`config.mk`:
```
export PLATFORM = sky130hd
export DESIGN_NAME = pulse_interval_timer_unit_flat
export DESIGN_NICKNAME = d
export VERILOG_FILES = /design/src/rtl/pit_pkg.sv /design/src/rtl/pit_intf.sv /design/src/rtl/pulse_interval_timer_unit.sv /design/src/rtl/pit_front.sv /design/src/rtl/pit_queue.sv /design/src/rtl/pit_back.sv /design/src/flat_wrapper.sv
export SDC_FILE = /design/constraint.sdc
export NUM_CORES = 1
export LEC_CHECK = 0
export ABC_AREA = 1
export ABC_CLOCK_PERIOD_IN_PS = 3240
export BUFFER_PORTS_ARGS = -buffer_cell sky130_fd_sc_hd__buf_2
export CAP_MARGIN = 20
export CORE_UTILIZATION = 43
export CTS_CLUSTER_SIZE = 24
export DETAILED_ROUTE_END_ITERATION = 6
export SETUP_SLACK_MARGIN = 0.2
export SLEW_MARGIN = 20
export SYNTH_ARGS = -nofsm -noshare
export SYNTH_HDL_FRONTEND = slang
export SYNTH_SLANG_ARGS = --single-unit
```
`constraint.sdc`:
```
create_clock -name clk_i -period 3.24 [get_ports clk_i]
set_input_delay 0.324 -clock clk_i [delete_from_list [all_inputs] [get_ports clk_i]]
set_output_delay 0.324 -clock clk_i [all_outputs]
set_load 0.03 [all_outputs]
```
`src/rtl/pit_pkg.sv`:
```
`timescale 1ns / 1ps
// ----------------------------------------------------------------------------
// pit_pkg
// Shared types and constants for the pulse interval timer.
// ----------------------------------------------------------------------------
package pit_pkg;

  localparam logic [7:0] SyncByte       = 8'hF0;
  localparam logic [7:0] TimeoutDefault = 8'hFF;

  localparam int unsigned IntervalWidth = 24;

  typedef logic [IntervalWidth-1:0] interval_t;
  typedef logic [7:0]               frame_byte_t;

  // Request kinds
  typedef enum logic {
    REQ_OVERFLOW = 1'b0,
    REQ_CAPTURE  = 1'b1
  } req_kind_e;

  // Position of a byte within the outgoing frame
  typedef enum logic [1:0] {
    POS_SYNC = 2'd0,
    POS_HIGH = 2'd1,
    POS_MID  = 2'd2,
    POS_LOW  = 2'd3
  } frame_pos_e;

  // Push request from the front end into the interval queue
  typedef struct packed {
    logic      valid;
    interval_t interval;
  } push_req_t;

  // Queue head as seen by the back end
  typedef struct packed {
    logic      valid;
    interval_t interval;
  } queue_head_t;

  function automatic frame_byte_t interval_byte(interval_t iv, frame_pos_e pos);
    frame_byte_t b;
    b = SyncByte;
    case (pos)
      POS_HIGH: b = iv[23:16];
      POS_MID:  b = iv[15:8];
      POS_LOW:  b = iv[7:0];
      default:  b = SyncByte;
    endcase
    return b;
  endfunction

endpackage

```
`src/rtl/pit_intf.sv`:
```
`timescale 1ns / 1ps
// ----------------------------------------------------------------------------
// pit_intf
// Channel interfaces: event requests, frame bytes and configuration writes.
// ----------------------------------------------------------------------------
interface pit_evt_if;
  logic        valid;
  logic        ready;
  logic        req_type;
  logic [15:0] capture_time;

  modport source (output valid, req_type, capture_time, input ready);
  modport sink   (input valid, req_type, capture_time, output ready);
endinterface

interface pit_frm_if;
  logic       valid;
  logic       ready;
  logic [7:0] out_byte;
  logic       last;

  modport source (output valid, out_byte, last, input ready);
  modport sink   (input valid, out_byte, last, output ready);
endinterface

interface pit_cfg_if;
  logic       valid;
  logic       ready;
  logic [7:0] timeout_overflows;

  modport source (output valid, timeout_overflows, input ready);
  modport sink   (input valid, timeout_overflows, output ready);
endinterface

```
`src/rtl/pulse_interval_timer_unit.sv`:
```
`timescale 1ns / 1ps
// A stop capture is pushed into the interval queue; when idle, its sync byte is then
// loaded into the output register. Throughput: one event request per cycle; 4-byte frames.
// Requests stall only while the interval queue (QueueDepth entries) is full.
// Reset: asynchronous, active low; disarms, clears count and start time,
//   timeout register returns to 255, queue and output stage empty.
// ----------------------------------------------------------------------------
// pulse_interval_timer_unit
// Capture-to-capture interval timer on a free-running 16-bit timer,
// reporting each interval as a framed byte stream.
// ----------------------------------------------------------------------------
module pulse_interval_timer_unit #(
  parameter int unsigned QueueDepth = 2
) (
  input  logic      clk_i,
  input  logic      rst_ni,
  pit_evt_if.sink   evt_i,
  pit_cfg_if.sink   cfg_i,
  pit_frm_if.source frm_o
);
  import pit_pkg::*;

  push_req_t   push;
  queue_head_t head;
  logic        q_full;
  logic        pop;

  pit_front u_front (
    .clk_i    (clk_i),
    .rst_ni   (rst_ni),
    .evt_i    (evt_i),
    .cfg_i    (cfg_i),
    .q_full_i (q_full),
    .push_o   (push)
  );

  pit_queue #(
    .Depth (QueueDepth)
  ) u_queue (
    .clk_i  (clk_i),
    .rst_ni (rst_ni),
    .push_i (push),
    .pop_i  (pop),
    .head_o (head),
    .full_o (q_full)
  );

  pit_back u_back (
    .clk_i  (clk_i),
    .rst_ni (rst_ni),
    .head_i (head),
    .pop_o  (pop),
    .frm_o  (frm_o)
  );

endmodule

```
`src/rtl/pit_front.sv`:
```
`timescale 1ns / 1ps
// ----------------------------------------------------------------------------
// pit_front
// Accepts overflow/capture requests, tracks the measurement state and
// pushes each finished interval into the queue.
// ----------------------------------------------------------------------------
module pit_front (
  input  logic               clk_i,
  input  logic               rst_ni,
  pit_evt_if.sink            evt_i,
  pit_cfg_if.sink            cfg_i,
  input  logic               q_full_i,
  output pit_pkg::push_req_t push_o
);
  import pit_pkg::*;

  logic        armed_q, armed_d;
  logic [15:0] start_q, start_d;
  logic [7:0]  count_q, count_d;
  logic [7:0]  timeout_q;
  logic [7:0]  count_inc;
  logic        evt_fire;
  interval_t   interval;

  assign evt_i.ready = ~q_full_i;
  assign cfg_i.ready = 1'b1;
  assign evt_fire    = evt_i.valid & evt_i.ready;

  assign count_inc = count_q + 8'd1;
  assign interval  = {count_q, evt_i.capture_time} - {8'd0, start_q};

  always_comb begin
    armed_d         = armed_q;
    start_d         = start_q;
    count_d         = count_q;
    push_o.valid    = 1'b0;
    push_o.interval = interval;
    if (evt_fire) begin
      if (req_kind_e'(evt_i.req_type) == REQ_OVERFLOW) begin
        if (armed_q) begin
          if (count_inc == timeout_q) begin
            armed_d = 1'b0;
            count_d = 8'd0;
          end else begin
            count_d = count_inc;
          end
        end
      end else if (!armed_q) begin
        start_d = evt_i.capture_time;
        count_d = 8'd0;
        armed_d = 1'b1;
      end else begin
        push_o.valid = 1'b1;
        armed_d      = 1'b0;
        count_d      = 8'd0;
      end
    end
  end

  always_ff @(posedge clk_i or negedge rst_ni) begin
    if (!rst_ni) begin
      armed_q   <= 1'b0;
      start_q   <= 16'd0;
      count_q   <= 8'd0;
      timeout_q <= TimeoutDefault;
    end else begin
      armed_q <= armed_d;
      start_q <= start_d;
      count_q <= count_d;
      if (cfg_i.valid) begin
        timeout_q <= cfg_i.timeout_overflows;
      end
    end
  end

endmodule

```
`src/rtl/pit_queue.sv`:
```
`timescale 1ns / 1ps
// ----------------------------------------------------------------------------
// pit_queue
// Small FIFO of finished intervals between the front and back ends.
// ----------------------------------------------------------------------------
module pit_queue #(
  parameter int unsigned Depth = 2
) (
  input  logic                 clk_i,
  input  logic                 rst_ni,
  input  pit_pkg::push_req_t   push_i,
  input  logic                 pop_i,
  output pit_pkg::queue_head_t head_o,
  output logic                 full_o
);
  import pit_pkg::*;

  localparam int unsigned PtrW = (Depth > 1) ? $clog2(Depth) : 1;
  localparam int unsigned CntW = $clog2(Depth + 1);
  localparam logic [PtrW-1:0] LastPtr = PtrW'(Depth - 1);
  localparam logic [CntW-1:0] FullCnt = CntW'(Depth);

  interval_t       mem_q [Depth];
  logic [PtrW-1:0] wr_ptr_q, rd_ptr_q;
  logic [CntW-1:0] count_q;
  logic            do_push, do_pop;

  assign full_o          = (count_q == FullCnt);
  assign head_o.valid    = (count_q != '0);
  assign head_o.interval = mem_q[rd_ptr_q];

  assign do_push = push_i.valid & ~full_o;
  assign do_pop  = pop_i & head_o.valid;

  always_ff @(posedge clk_i) begin
    if (do_push) begin
      mem_q[wr_ptr_q] <= push_i.interval;
    end
  end

  always_ff @(posedge clk_i or negedge rst_ni) begin
    if (!rst_ni) begin
      wr_ptr_q <= '0;
      rd_ptr_q <= '0;
      count_q  <= '0;
    end else begin
      if (do_push) begin
        wr_ptr_q <= (wr_ptr_q == LastPtr) ? '0 : wr_ptr_q + 1'b1;
      end
      if (do_pop) begin
        rd_ptr_q <= (rd_ptr_q == LastPtr) ? '0 : rd_ptr_q + 1'b1;
      end
      if (do_push && !do_pop) begin
        count_q <= count_q + 1'b1;
      end else if (do_pop && !do_push) begin
        count_q <= count_q - 1'b1;
      end
    end
  end

endmodule

```
`src/rtl/pit_back.sv`:
```
`timescale 1ns / 1ps
// ----------------------------------------------------------------------------
// pit_back
// Serializes each queued interval into a four-byte frame through a
// registered output stage.
// ----------------------------------------------------------------------------
module pit_back (
  input  logic                 clk_i,
  input  logic                 rst_ni,
  input  pit_pkg::queue_head_t head_i,
  output logic                 pop_o,
  pit_frm_if.source            frm_o
);
  import pit_pkg::*;

  logic        out_valid_q;
  frame_byte_t out_byte_q;
  logic        out_last_q;
  logic        busy_q;
  frame_pos_e  pos_q;
  interval_t   iv_q;
  logic        advance;

  assign frm_o.valid    = out_valid_q;
  assign frm_o.out_byte = out_byte_q;
  assign frm_o.last     = out_last_q;

  // output register is free when empty or being taken this cycle
  assign advance = ~out_valid_q | frm_o.ready;
  assign pop_o   = advance & ~busy_q & head_i.valid;

  always_ff @(posedge clk_i or negedge rst_ni) begin
    if (!rst_ni) begin
      out_valid_q <= 1'b0;
      out_byte_q  <= SyncByte;
      out_last_q  <= 1'b0;
      busy_q      <= 1'b0;
      pos_q       <= POS_SYNC;
      iv_q        <= '0;
    end else if (advance) begin
      if (busy_q) begin
        out_valid_q <= 1'b1;
        out_byte_q  <= interval_byte(iv_q, pos_q);
        out_last_q  <= (pos_q == POS_LOW);
        if (pos_q == POS_LOW) begin
          busy_q <= 1'b0;
          pos_q  <= POS_SYNC;
        end else begin
          pos_q <= frame_pos_e'(pos_q + 2'd1);
        end
      end else if (head_i.valid) begin
        out_valid_q <= 1'b1;
        out_byte_q  <= SyncByte;
        out_last_q  <= 1'b0;
        iv_q        <= head_i.interval;
        busy_q      <= 1'b1;
        pos_q       <= POS_HIGH;
      end else begin
        out_valid_q <= 1'b0;
      end
    end
  end

endmodule
```
`src/flat_wrapper.sv`:
```
// flat-port wrapper written by rule: the top's interface ports become plain ports
module pulse_interval_timer_unit_flat import pit_pkg::*;
#(
  parameter int unsigned QueueDepth = 2
)
  (clk_i, rst_ni, evt_i_valid, evt_i_req_type, evt_i_capture_time, evt_i_ready, cfg_i_valid, cfg_i_timeout_overflows, cfg_i_ready, frm_o_valid, frm_o_out_byte, frm_o_last, frm_o_ready);
  pit_evt_if evt_i_i ();
  pit_cfg_if cfg_i_i ();
  pit_frm_if frm_o_i ();
  input  logic clk_i;
  input  logic rst_ni;
  input wire logic [$bits(evt_i_i.valid)-1:0] evt_i_valid;
  input wire logic [$bits(evt_i_i.req_type)-1:0] evt_i_req_type;
  input wire logic [$bits(evt_i_i.capture_time)-1:0] evt_i_capture_time;
  output wire logic [$bits(evt_i_i.ready)-1:0] evt_i_ready;
  input wire logic [$bits(cfg_i_i.valid)-1:0] cfg_i_valid;
  input wire logic [$bits(cfg_i_i.timeout_overflows)-1:0] cfg_i_timeout_overflows;
  output wire logic [$bits(cfg_i_i.ready)-1:0] cfg_i_ready;
  output wire logic [$bits(frm_o_i.valid)-1:0] frm_o_valid;
  output wire logic [$bits(frm_o_i.out_byte)-1:0] frm_o_out_byte;
  output wire logic [$bits(frm_o_i.last)-1:0] frm_o_last;
  input wire logic [$bits(frm_o_i.ready)-1:0] frm_o_ready;
  assign evt_i_i.valid = evt_i_valid;
  assign evt_i_i.req_type = evt_i_req_type;
  assign evt_i_i.capture_time = evt_i_capture_time;
  assign evt_i_ready = evt_i_i.ready;
  assign cfg_i_i.valid = cfg_i_valid;
  assign cfg_i_i.timeout_overflows = cfg_i_timeout_overflows;
  assign cfg_i_ready = cfg_i_i.ready;
  assign frm_o_valid = frm_o_i.valid;
  assign frm_o_out_byte = frm_o_i.out_byte;
  assign frm_o_last = frm_o_i.last;
  assign frm_o_i.ready = frm_o_ready;
  pulse_interval_timer_unit #(.QueueDepth(QueueDepth)) u_core (.clk_i(clk_i), .rst_ni(rst_ni), .evt_i(evt_i_i), .cfg_i(cfg_i_i), .frm_o(frm_o_i));
endmodule
```
**Yosys cells after proc, flatten, opt, wreduce, memory -nomap -nowiden**

Memories as Yosys holds them, arrays and structs flattened. A register that Yosys moved wholly into a read port is not among the register bits.
Cells that the tools add are included.

- Word-level logic and storage cells: 76
- Memories kept: 1
- Flip-flop bits (word level): 50
- RAM bits: 48
- Input bits: 30

Memory list:

| name | words | width | read ports | clocked after Yosys merged registers in | write ports | line | RTL |
|---|---|---|---|---|---|---|---|
| u_core.u_queue.mem_q | 2 | 24 | 1 | 1 | 1 | pit_queue.sv:23 | `interval_t mem_q [Depth];` |

- Eq/ne operators: 5
- Bitwise gates (word level): 10
- Mux-type cells: 28
- Reduce and logical (&&, ||, !) cells: 13
- $add $sub $neg: 7

Operator list:

| kind | number |
|---|---|
| 8-bit two-way mux | 5 |
| 8-bit one-hot mux with 3 select lines | 1 |
| 24-bit by 16-bit subtractor with 24-bit output | 1 |
| 1-bit two-way mux | 17 |
| 2-bit two-way mux | 5 |
| 8-bit by 1-bit adder with 8-bit output (second input constant) | 1 |
| 8-bit == test | 1 |
| 2-bit nonzero test | 4 |
| 2-bit == test (second input constant) | 3 |
| 3-bit AND reduction | 2 |
| 1-bit AND | 5 |
| 2-bit by 1-bit adder with 2-bit output (second input constant) | 2 |
| 1-bit NOT | 4 |
| 2-bit AND reduction | 2 |
| 1-bit logical NOT | 3 |
| 1-bit adder (second input constant) | 2 |
| 2-bit by 1-bit == test with 1-bit output (second input constant) | 1 |
| 1-bit logical AND | 2 |
| 2-bit by 1-bit subtractor with 2-bit output (second input constant) | 1 |
| 1-bit OR | 1 |

**Depth between registers and ports, before layout**

- Depth after elaboration: 9
- Mapped depth: 14

**Cells and area by module**

Synthesis repeated with hierarchy kept, for this count alone.

- Cells, all modules: 780
- Area total of the unflattened synthesis: 6718.9 sq um

Modules (own cells, without submodules):

| module | instances | seq. area each (sq um) | area an instance (sq um) | cells an instance |
|---|---|---|---|---|
| pit_front | 1 | 835.8 | 2740.1 | 405 |
| pit_queue | 1 | 1541.5 | 2228.4 | 157 |
| pit_back | 1 | 930.9 | 1750.4 | 218 |

**Least setup slack after synthesis**

No wires, ideal clock.

- Path type: reg2reg
- From: register u_core.u_queue.count_q[0]
- To: memory u_core.u_queue.mem_q[1][0] (netlist bit), enable pin
- Required time: 2.835 ns
- Buffers on the path: 0
- Setup slack: 0.540 ns
- Cell stages (with the launch flop): 9
- Arrival: 2.295 ns
- Period minus slack after synthesis: 2.700 ns
- Path through: dfrtp_1 > inv_1 > nand2_1 > nand2_1 > nor2_1 > inv_1 > nor2_1 > inv_1 > nor2_1

- Longest elaborated chain between the ends: 7

RTL lines:

| item | line | RTL |
|---|---|---|
| start: declaration | pit_queue.sv:25 | `logic [CntW-1:0] count_q;` |
| start signal: assignment | pit_queue.sv:54 | `count_q <= count_q + 1'b1;` |
| start signal: assignment | pit_queue.sv:56 | `count_q <= count_q - 1'b1;` |
| 2-bit == test * | pit_queue.sv:28 | `assign full_o = (count_q == FullCnt);` |
| 1-bit NOT * | pit_front.sv:25 | `assign evt_i.ready = ~q_full_i;` |
| net evt_i_ready | flat_wrapper.sv:15 | `output wire logic [$bits(evt_i_i.ready)-1:0] evt_i_ready;` |
| 1-bit AND | pit_front.sv:27 | `assign evt_fire = evt_i.valid & evt_i.ready;` |
| 1-bit two-way mux | pit_front.sv:38 | `if (evt_fire) begin` |
| 1-bit AND * | pit_queue.sv:32 | `assign do_push = push_i.valid & ~full_o;` |
| net u_core.u_queue.do_push | pit_queue.sv:26 | `logic do_push, do_pop;` |
| 1-bit two-way mux * | pit_queue.sv:36 | `if (do_push) begin` |
| 1-bit two-way mux (implied by the code) * | pit_queue.sv:37 | `mem_q[wr_ptr_q] <= push_i.interval;` |
| end: declaration | pit_queue.sv:23 |  |

Mark *: on every way through the listed nets, which the timed path passes. The rest lies on a longest branch.

==> flow_metrics.py <==
metrics = {
    "setup_path": {
        "crit_family": "simple AND/OR/NAND/NOR gates",
        "start_kind": "flip-flop",
        "path_max_fanout": 11,
        "r2r_end": "u_core.u_queue.mem_q[0][18]",
        "reg2reg_depth": 7,
        "arrival_ns": 2.63,
        "required_ns": 3.44,
        "slowest_stage": "dfrtp_1",
        "r2r-start": "u_core.u_front.count_q[0]",
        "path_buf_inv": 2,
        "slowest_delay_ns": 0.52,
        "cp_cell_sequence": "inv_2 > ha_1 > inv_1 > nor4_1 > nand3_1 > nand3_1 > xor2_1",
        "ff2ff_setup_slack_ns": 0.82,
        "path_common_cell": "nand3_1",
        "cp-end-kind": "flip-flop",
        "crit_type": "flip-flop to flip-flop",
    },
    "cells_and_area": {
        "drive_gt1_share_pct": 14.9,
        "postLayoutCoreUtil_pct": 51.6,
        "filler_cell_count": 1350,
        "diodes": 0,
        "area_growth_pct": 15.6,
        "nets": 806,
    },
    "timing": {
        "setup_viol": 0,
        "max_freq_ghz": 0.412,
        "period_needed_ns": 2.42,
        "holdWs_ns": 0.106,
        "fin_crit_sh_pct": 74.8,
        "skew_ns": 0.0101,
        "finalHoldViolations": 0,
        "drv_slew": 0,
        "max_slew.worst_pin.slew_ns": 0.830,
        "rsz0062_at_grt": "false",
        "slew_headroom_pct": 44.6,
        "setup-tns-final_ns": 0,
        "final.setup.worst_slack_ns": 0.815,
    },
    "die": {
        "core_area_um2": 14000,
        "dieWidth_um": 123,
        "fp-row-count": 43,
        "pin_count": 42,
        "die_area_um2": 15100,
        "start_util_pct": 44.7,
        "die_h_um": 123,
    },
    "hold_path": {
        "hold_path_depth": 3,
        "worstHoldStart": "cfg_i_timeout_overflows[7]",
        "hp-class": "primary input to flip-flop",
        "holdPathEnd": "u_core.u_front.timeout_q[7]",
    },
    "route": {
        "wl_per_cell_um": 14.6,
        "first_pass_iters": 5,
        "via_count": 4772,
        "drc": 0,
        "drt_iter0_drc": 233,
        "drt-vias-per-instance": 5.06,
        "antenna_left": 0,
        "wirelength_um": 13800,
    },
    "placement": {
        "port_buffers": 40,
        "hpwlAfterDp_um": 9690,
        "place_ws_ns": 0.805,
        "gp_congestion": 0.849,
    },
    "clock_tree": {
        "clock_path_buffers": 2,
        "cts_hold_repair.buffers": 0,
        "h-tree-depth": 4,
        "cts.sinks": 122,
        "cts_made_buffers": 17,
        "root_buffer": "clkbuf_16",
        "cts_tree": "built",
        "cts_setup_buffers": 0,
        "insertion_delay_ns": 0.42,
        "ctsResizeCount": 0,
        "clk_pin_slew_ns": 0.06,
    },
    "logic_synthesis": {
        "syn-num-nets": 762,
        "synthDistinctLibCells": 40,
        "syn-cell-area_um2": 6270,
        "async_flop_share_pct": 60.7,
        "synth_seq_cells": 122,
        "synthFlopType": "dfrtp_1",
        "synth_cells": 707,
        "synth.largest_area_cell": "dfrtp_1",
        "synth_top_area_share_pct": 24.7,
        "yosys-top-cells-area": "dfrtp_1, edfxtp_1, nand2_1",
        "avgSynthCellArea_um2": 8.87,
        "seq_area_frac_synth_pct": 52.7,
        "yosys_warnings": 0,
        "synth_edf_count": 48,
    },
    "pwr": {
        "ir_worst_vdd_v": 0.000363,
        "powerDensity_nw_per_um2": 1000,
        "cellLeakagePower_uw": 0.00329,
    },
    "global_routing": {
        "grt_pass1_wl_um": 23000,
        "antenna_found_initial": 0,
        "grt_use_total_pct": 20.3,
        "grt_max_degree": 75,
        "first_global_vias": 4689,
        "overflow": 0,
    },
    "flow_run": {
        "max_cap_violations": 0,
    },
    "outcome": {
        "status": "completed",
    },
}
[worst reg2reg max path: stages (launching register included)]
cell and delay, ns:
dfrtp_1 0.52, inv_2 0.18, ha_1 0.22, inv_1 0.09, nor4_1 0.47, nand3_1 0.16, nand3_1 0.25, xor2_1 0.33
[kinds of logic after synthesis]
logic type / after synthesis / share of synthesized area, %
XOR/XNOR: 23 / 3.21
other: 1 / 0.0598
AO/OA/AOI/OAI: 115 / 11.3
multiplexers: 1 / 0.179
adder cells (fa/ha/maj): 25 / 5.11
AND/OR/NAND/NOR: 327 / 21.6
flip-flops: 122 / 52.7
buffers and inverters: 93 / 5.84
[routing by layer]
metal	up-vias	global-route usage, %	routed length (um)
li1	2430	-	-
met1	2232	25.5	6640
met2	86	34.4	6540
met3	24	4.14	357
met4	0	7.70	257
met5	-	0	0
[cells in the final DEF (no fill, tap or decap), types with 3 or more instances in the layout]
cell,instances
a21oi_1,36
a22o_1,4
buf_2,39
buf_4,5
clkbuf_16,17
clkinv_1,5
clkinv_2,3
clkinvlp_4,3
dfrtp_1,62
dfstp_2,12
edfxtp_1,48
ha_1,24
inv_1,70
nand2_1,160
nand2_2,6
nand3_1,32
nand3_2,3
nand4_1,8
nor2_1,106
nor2_2,6
o21ai_0,30
o21ai_2,9
o21bai_1,3
o31ai_1,24
xnor2_1,7
xor2_1,16
[power breakdown]
group | switching (uW) | total [uW] | internal, uW
Clock | 678 | 1810 | 1140
Sequential | 269 | 2590 | 2320
Combinational | 1930 | 2860 | 931
[Yosys cell counts, types with 2 or more instances]
cell type and instances:
nand3_2 3, nor2_1 108, dfstp_2 12, nand2_1 161, edfxtp_1 48, dfrtp_1 62
buf_2 5, nor2_2 4, a21o_1 2, xor2_1 16, nand3_1 32, ha_1 24
nand4_1 8, buf_4 3, o21ai_0 30, a31oi_1 2, clkbuf_1 12, o31ai_1 24
o21ai_1 2, nor3_1 2, o21bai_1 3, inv_1 70, nand2_2 5, a22o_1 4
xnor2_1 7, a21oi_1 36, o21ai_2 9
[registers in the layout, summed over array words and instances, names as in the netlist]
signal	count
u_core.u_queue.rd_ptr_q	1
u_core.u_back.busy_q	1
u_core.u_front.timeout_q	8
u_core.u_back.frm_o.last	1
u_core.u_back.iv_q	24
u_core.u_queue.count_q	2
u_core.u_queue.mem_q	48
u_core.u_front.armed_q	1
u_core.u_back.frm_o.out_byte	8
u_core.u_queue.wr_ptr_q	1
u_core.u_front.start_q	16
u_core.u_front.count_q	8
u_core.u_back.frm_o.valid	1
u_core.u_back.pos_q	2
[worst max-delay path by stage]
stage                                    from                          end  slack, ns  depth (start not counted)
finish              u_core.u_front.count_q[0]  u_core.u_queue.mem_q[0][18]       0.82                          7
global route        u_core.u_front.count_q[0]  u_core.u_queue.mem_q[0][18]       0.53                          7
CTS                 u_core.u_front.count_q[0]  u_core.u_queue.mem_q[0][18]       0.77                          7
floorplan           u_core.u_queue.count_q[0]   u_core.u_queue.mem_q[1][0]       0.54                          8
detailed placement  u_core.u_front.count_q[0]  u_core.u_queue.mem_q[1][18]       0.80                          7
global placement    u_core.u_front.count_q[0]  u_core.u_queue.mem_q[0][18]       0.86                          7
[per-stage QoR]
step / cell area, um2 / cells / power [uW]
2_1_floorplan: 6270 / 707 / 4650
3_3_place_gp: 6640 / 910 / 5420
3_5_place_dp: 6640 / 910 / 5480
4_1_cts: 7210 / 942 / 7320
5_1_grt: 7250 / 944 / 7820
6_report: 7250 / 944 / 7260
[area by class of cell]
| type | count | area [um2] | area share, % |
|---|---|---|---|
| Inverter | 72 | 270 | 3.73 |
| Clock buffer | 18 | 439 | 6.06 |
| Sequential cell | 122 | 3310 | 45.6 |
| Multi-Input combinational cell | 492 | 2610 | 36.0 |
| Clock inverter | 14 | 130 | 1.79 |
| Timing Repair Buffer | 46 | 270 | 3.73 |
| Tap cell | 180 | 225 | 3.11 |
Note: power is estimated with default switching activity, not from simulation.
